[config.mk]
export PLATFORM = sky130hd
export DESIGN_NAME = awv_ctrl
export DESIGN_NICKNAME = d
export VERILOG_FILES = /design/src/sv/awv_pkg.sv /design/src/sv/awv_ctrl.sv
export SDC_FILE = /design/constraint.sdc
export NUM_CORES = 1
export LEC_CHECK = 0
export ABC_AREA = 1
export BUFFER_PORTS_ARGS = -buffer_cell sky130_fd_sc_hd__buf_2
export CORE_UTILIZATION = 58
export CTS_CLUSTER_SIZE = 14
export DETAILED_ROUTE_END_ITERATION = 8
export MAX_ROUTING_LAYER = met4
export PLACE_DENSITY_LB_ADDON = 0.12
export SETUP_SLACK_MARGIN = 0.5
export SYNTH_ARGS = -nofsm -noshare
export SYNTH_HDL_FRONTEND = slang
export SYNTH_SLANG_ARGS = --single-unit
[constraint.sdc]
create_clock -name clk -period 2.2 [get_ports clk]
set_input_delay 0.33 -clock clk [delete_from_list [all_inputs] [get_ports clk]]
set_output_delay 0.33 -clock clk [all_outputs]
set_load 0.1 [all_outputs]
[src/sv/awv_pkg.sv]
package awv_pkg;

	// Default ring depth and configuration reset values.
	localparam int DEF_WINDOW = 32;
	localparam logic [47:0] SCALE_RESET = 48'd23040000000;
	localparam logic [5:0] LIMIT_RESET = 6'd8;

	// Fixed field widths.
	localparam int POS_W = 32;
	localparam int TIME_W = 32;
	localparam int VEL_W = 48;
	localparam int SPAN_W = 6;
	localparam int CFG_IDX_W = 2;

	// Scale multiply and divide sizing.
	localparam int HALF_W = 24;
	localparam int PROD_W = 96;
	localparam int DIV_CNT_W = 7;
	localparam logic [DIV_CNT_W-1:0] DIV_LAST = DIV_CNT_W'(PROD_W - 1);

	// Configuration register indexes.
	typedef enum logic [CFG_IDX_W-1:0] {
		CFG_FIT_MODE = 2'd0,
		CFG_VEL_SCALE = 2'd1,
		CFG_OUT_LIMIT = 2'd2
	} cfg_idx_t;

	// Commands from the controller to the datapath.
	typedef struct packed {
		logic accept;
		logic rd_en;
		logic chk_issue;
		logic [SPAN_W-1:0] back;
		logic [SPAN_W-1:0] span;
		logic span_eval;
		logic acc_load;
		logic mul_step;
		logic [1:0] mul_idx;
		logic div_step;
		logic res_load;
	} awv_cmd_t;

	// Status from the datapath to the controller.
	typedef struct packed {
		logic dt_zero;
		logic chk_busy;
		logic over_limit;
		logic out_free;
	} awv_sts_t;

endpackage

[src/sv/awv_ctrl.sv]
module awv_ctrl import awv_pkg::*; #(
	parameter int WINDOW = DEF_WINDOW
) (
	input logic clk,
	input logic arst_n,
	input logic in_valid,
	output logic in_ready,
	input awv_sts_t sts,
	output awv_cmd_t cmd
);

	typedef enum logic [8:0] {
		ST_IDLE = 9'b000000001,
		ST_SPAN_RD = 9'b000000010,
		ST_SPAN_EVAL = 9'b000000100,
		ST_CHK_ISSUE = 9'b000001000,
		ST_CHK_DRAIN = 9'b000010000,
		ST_DECIDE = 9'b000100000,
		ST_MUL = 9'b001000000,
		ST_DIV = 9'b010000000,
		ST_RESULT = 9'b100000000
	} state_t;

	localparam logic [SPAN_W-1:0] LAST_SPAN = SPAN_W'(WINDOW - 1);

	state_t state_q, state_d;
	logic [SPAN_W-1:0] i_q, i_d, j_q, j_d;
	logic [DIV_CNT_W-1:0] cnt_q, cnt_d;

	// Next state and command decode.
	always_comb begin
		state_d = state_q;
		i_d = i_q;
		j_d = j_q;
		cnt_d = cnt_q;
		in_ready = 1'b0;
		cmd = '0;
		cmd.span = i_q;
		cmd.back = i_q;
		unique case (state_q)
			ST_IDLE: begin
				in_ready = 1'b1;
				if (in_valid) begin
					cmd.accept = 1'b1;
					i_d = SPAN_W'(1);
					state_d = ST_SPAN_RD;
				end
			end
			ST_SPAN_RD: begin
				cmd.rd_en = 1'b1;
				state_d = ST_SPAN_EVAL;
			end
			ST_SPAN_EVAL: begin
				cmd.span_eval = 1'b1;
				if (sts.dt_zero) begin
					cnt_d = '0;
					if (i_q == LAST_SPAN) begin
						state_d = ST_MUL;
					end else begin
						i_d = i_q + 1'b1;
						state_d = ST_SPAN_RD;
					end
				end else if (i_q == SPAN_W'(1)) begin
					state_d = ST_DECIDE;
				end else begin
					j_d = SPAN_W'(1);
					state_d = ST_CHK_ISSUE;
				end
			end
			ST_CHK_ISSUE: begin
				cmd.rd_en = 1'b1;
				cmd.chk_issue = 1'b1;
				cmd.back = j_q;
				if (j_q == i_q - 1'b1) begin
					state_d = ST_CHK_DRAIN;
				end else begin
					j_d = j_q + 1'b1;
				end
			end
			ST_CHK_DRAIN: begin
				if (!sts.chk_busy) begin
					state_d = ST_DECIDE;
				end
			end
			ST_DECIDE: begin
				cnt_d = '0;
				if (sts.over_limit) begin
					state_d = ST_MUL;
				end else begin
					cmd.acc_load = 1'b1;
					if (i_q == LAST_SPAN) begin
						state_d = ST_MUL;
					end else begin
						i_d = i_q + 1'b1;
						state_d = ST_SPAN_RD;
					end
				end
			end
			ST_MUL: begin
				cmd.mul_step = 1'b1;
				cmd.mul_idx = cnt_q[1:0];
				if (cnt_q[1:0] == 2'd3) begin
					cnt_d = '0;
					state_d = ST_DIV;
				end else begin
					cnt_d = cnt_q + 1'b1;
				end
			end
			ST_DIV: begin
				cmd.div_step = 1'b1;
				if (cnt_q == DIV_LAST) begin
					state_d = ST_RESULT;
				end else begin
					cnt_d = cnt_q + 1'b1;
				end
			end
			ST_RESULT: begin
				if (sts.out_free) begin
					cmd.res_load = 1'b1;
					state_d = ST_IDLE;
				end
			end
			default: begin
				state_d = ST_IDLE;
			end
		endcase
	end

	always_ff @(posedge clk or negedge arst_n) begin
		if (!arst_n) begin
			state_q <= ST_IDLE;
			i_q <= '0;
			j_q <= '0;
			cnt_q <= '0;
		end else begin
			state_q <= state_d;
			i_q <= i_d;
			j_q <= j_d;
			cnt_q <= cnt_d;
		end
	end

endmodule

==> flow_summary_export.csv, run 1 <==
group,metric,value,unit
clock_tree,cts_made_buffers,3,
synth,syn_nets,343,
global_route,grt_max_degree,29,
synth,ys_ff_latch,28,
placement,dp_cells,405,
synth,yosys_warnings,0,
floorplanning,ios,30,
synth,syn_area_per_cell,7.17,um2
synth,synth.area.top_cells,"dfrtp_1 29%, nand2_1 12%, inv_1 6.7%",
placement,place_congestion,0.947,
clock_tree,cts-htree-levels,1,
synth,syn_area,0.00236,mm2
synth,syn_inst,330,
synth,synth.distinct_cells,33,
clock_tree,cts_root_buf,"clkbuf_8",
placement,dpl-instance-area,0.00299,mm2
floorplanning,fp.dieH,65.9,um
placement,port_buffers,29,
floorplanning,start_util,0.627,
floorplanning,die_w,65.9,um
floorplanning,rows,22,
sta,grt-worst-endpoint,"cmd[13]",
clock_tree,clock-sinks,28,
synth,synth.yosys.seq_area_share,0.297,
placement,dp_hpwl,4.56,mm
synth,yosys.area.top_type_share,0.286,
run_status,status,"did not finish",
sta,worstEndpointType,"primary output",
clock_tree,cts_buffer_depth,2,
synth,synth_top_area_cell,"dfrtp_1",
run_status,error,"[ERROR DPL-0038] Utilization greater than 100%, impossible to legalize",
run_status,failing_step,"global routing (5_1_grt)",
## what timing repair did
action	CTS
setup buffers	31
pin swaps	26
hold endpoints to repair	0
setup endpoints to repair	43
cloned	2
hold buffers	0
resized for setup	54
## cell usage after synthesis
cell type,instances
nor2_2,6
o21ai_2,11
inv_2,7
nand4_4,3
or2_0,1
o211ai_2,1
dfrtp_1,27
xor2_1,9
nand2_2,15
inv_1,42
nand3_1,30
o21ai_0,10
a21oi_1,4
buf_6,3
dfstp_2,1
ha_1,6
xnor2_1,2
nor3_1,4
clkinv_4,1
nor2_4,4
nand3_4,1
inv_6,1
nand4_1,6
nor3_2,1
nand4_2,2
nor3b_1,1
nor2_1,34
buf_2,2
o21a_1,3
nand2_1,77
nand2_4,3
o21ai_1,8
nand3_2,4
## through the flow
stage                     setup slack [ns]   util  hold WS, ns
after floorplan                      0.215      -       0.0344
after detailed placement             0.306  0.792        0.399
after CTS                            0.174  0.932       0.0882
after global placement               0.326  0.792        0.395
## cell families after synthesis
logic type	Yosys count	share of synthesized area
AOI/OAI and AO/OA	37	0.102
xor gates and xnor gates	11	0.0407
adders and majority gates	6	0.0317
buffers and inverters	56	0.104
DFF	28	0.297
and+or+nand+nor	192	0.425
==> run 2: changes to the inputs <==
==> config.mk (replaced) <==
export PLATFORM = sky130hd
export DESIGN_NAME = awv_ctrl
export DESIGN_NICKNAME = d
export VERILOG_FILES = /design/src/sv/awv_pkg.sv /design/src/sv/awv_ctrl.sv
export SDC_FILE = /design/constraint.sdc
export NUM_CORES = 1
export LEC_CHECK = 0
export ABC_AREA = 1
export BUFFER_PORTS_ARGS = -buffer_cell sky130_fd_sc_hd__buf_2
export CORE_UTILIZATION = 40
export DETAILED_ROUTE_END_ITERATION = 8
export PLACE_DENSITY_LB_ADDON = 0.15
export SYNTH_ARGS = -nofsm -noshare
export SYNTH_HDL_FRONTEND = slang
export SYNTH_SLANG_ARGS = --single-unit
==> flow_summary_export.csv, run 2 <==
group,metric,value,unit
global_route,grt_usage,0.206,
detailed_routing,post_drt_wl_per_cell,13.3,um
placement,port_buffers,29,
sta,rsz0062_at_grt,"false",
detailed_routing,drcViolationCount,0,
layout,final_cell_mix,"76 x nand2_1, 41 x inv_1, 31 x nor2_1",
synth,synth.distinct_cells,33,
worst_setup_path,reg2reg_to,"state_q[0]$_DFFE_PN1P_",
global_route,grt_antenna_before_repair,0,
global_route,grt.met1_usage,0.287,
floorplanning,coreArea,0.00561,mm2
layout,drive_gt1_frac,0.329,
floorplanning,fp.dieH,78.9,um
layout,largest-register,"state_q",
worst_setup_path,r2r_slack,0.27,ns
power_and_ir_drop,leakage,1.43,nW
synth,syn_area_per_cell,7.17,um2
synth,syn_inst,330,
detailed_routing,wl,5.82,mm
clock_tree,cts-htree-levels,1,
global_route,met3_usage,0.0322,
clock_tree,cts_buffer_depth,2,
placement,pre_cts_slack,0.0422,ns
sta,skew,0.00251,ns
worst_setup_path,end_kind,"output port",
layout,design_area,0.00299,mm2
power_and_ir_drop,ir_worst_vdd,0.560,mV
synth,syn_nets,343,
power_and_ir_drop,powerDensity,860,mW/mm2
sta,slew_viol_final,0,
run_status,status,"finished, final reports clean",
global_route,grt.busiest_layer,"met2",
worst_hold_path,hold_class,"primary input to async pin",
sta,fin_ws,0.106,ns
global_route,grt_pass1_wl,10.1,mm
layout,antenna_cells,0,
job,max_cap_viol_count,0,
placement,dpl-instance-area,0.00283,mm2
layout,syn2layout_area_growth,26.4,%
layout,num-nets-final,379,
worst_setup_path,path_max_fanout,8,
synth,ys_ff_latch,28,
sta,slew_headroom,0.548,
clock_tree,cts_made_buffers,3,
sta,hold_viol,0,
clock_tree,clkTransAtPathRegs,0.11,ns
detailed_routing,dr.pass1.iters,4,
placement,place_congestion,0.823,
worst_setup_path,arrival,1.76,ns
worst_setup_path,critPathKind,"register to output port",
layout,final_common_cell,"nand2_1",
floorplanning,die_w,78.9,um
power_and_ir_drop,power,2.57,mW
clock_tree,cts_root_buf,"clkbuf_8",
sta,finalCriticalPeriod,2.09,ns
clock_tree,cts_hold_buf,0,
floorplanning,start_util,0.422,
worst_setup_path,r2r_cells,11,
synth,synth.yosys.seq_area_share,0.297,
clock_tree,cts_tree,"yes",
synth,synthMostInstantiatedCell,"nand2_1",
global_route,grt_max_degree,29,
synth,synth.area.top_cells,"dfrtp_1 29%, nand2_1 12%, inv_1 6.7%",
sta,finalSetupViolCount,0,
synth,yosys_warnings,0,
global_route,grt.overflow.total,0,
worst_setup_path,critPathRequiredTime,1.87,ns
synth,syn_area,0.00236,mm2
floorplanning,rows,27,
detailed_routing,avgViaCountPerCell,4.90,
layout,largest_reg_flops,9,
sta,worstMarginPinSlew,0.679,ns
global_route,use_met2,0.343,
floorplanning,ios,30,
worst_setup_path,start_kind,"register",
sta,min_period_over_period,0.952,
synth,synth_top_area_cell,"dfrtp_1",
synth,synth_flop_cell,"dfrtp_1",
detailed_routing,num_vias,2143,
clock_tree,clock-sinks,28,
layout,reg_top3,"state_q x9, cnt_q x7",
synth,synthTopCellsByCount,"77 x nand2_1, 42 x inv_1, 34 x nor2_1, 30 x nand3_1, 27 x dfrtp_1",
synth,synth-edff-count,0,
detailed_routing,drtIter0Drc,86,
worst_setup_path,regToRegStartpoint,"i_q[0]$_DFFE_PN0P_",
synth,synthArstFlopShare,1.00,
placement,dp_hpwl,4.51,mm
global_route,grt_pass1_vias,2055,
detailed_routing,postRouteAntennaNets,0,
clock_tree,clk_latency,0.28,ns
synth,yosys.area.top_type_share,0.286,
sta,fmax,0.478,GHz
floorplanning,die_area,0.00622,mm2
run 2: kinds of logic after synthesis:
group / Yosys count / synth area share
xor+xnor: 11 / 0.0407
simple gates: 192 / 0.425
fa+ha+maj: 6 / 0.0317
flops: 28 / 0.297
buf+inv: 56 / 0.104
compound gates: 37 / 0.102
run 2: area by class of cell:
cell class	count	area (um2)
fillers	577	2620
multi-input cells	246	1510
well taps	72	90.1
flip-flops and latches	28	707
clock buffers	3	41.3
inverters	51	206
repair buffers	36	407
clock inverters	1	30.0
run 2: metrics by stage:
stage,TNS [ns],std cells,hold slack [ns],utilization
2_1_floorplan,-1.02,330,0.0344,-
3_3_place_gp,0,427,0.418,0.504
3_5_place_dp,0,427,0.416,0.504
4_1_cts,0,434,0.0945,0.523
5_1_grt,0,437,0.125,0.533
6_report,0,437,0.0718,0.533
run 2: how the worst max path moves through the flow:
| stage | from | end | slack, ns | cells after the start |
|---|---|---|---|---|
| after floorplan | state_q[2]$_DFFE_PN0P_ | cmd[2] | -0.30 | 5 |
| after global placement | state_q[4]$_DFFE_PN0P_ | cmd[17] | 0.11 | 6 |
| after detailed placement | state_q[4]$_DFFE_PN0P_ | cmd[17] | 0.04 | 6 |
| after CTS | state_q[0]$_DFFE_PN1P_ | in_ready | 0.009 | 5 |
| after global routing | state_q[5]$_DFFE_PN0P_ | cmd[17] | 0.01 | 6 |
| final | state_q[5]$_DFFE_PN0P_ | cmd[17] | 0.11 | 6 |
run 2: timing repair:
item	in CTS	in global routing
endpoints found under the hold margin	0	0
endpoints found under the setup margin	11	15
resized for setup	3	14
pin swaps	2	1
setup buffers	3	3
run 2: power breakdown:
group	switching (mW)	internal (mW)
registers	0.104	0.582
clock network	0.182	0.244
logic	1.03	0.428
total	1.32	1.25
run 2: worst max-delay path, stage by stage, from the launching register on:
cell	delay, ns
dfrtp_2	0.45
nor2_4	0.17
nand2_4	0.11
nor2_2	0.19
nand2_4	0.16
o21ai_2	0.19
buf_12	0.19
run 2: routing by layer:
metal / part of all wire / wire [um]
met5: 0 / 0
met2: 0.48 / 2770
met1: 0.49 / 2850
met4: 0.0091 / 53
met3: 0.026 / 149
Power figures use the tool's default switching activity.
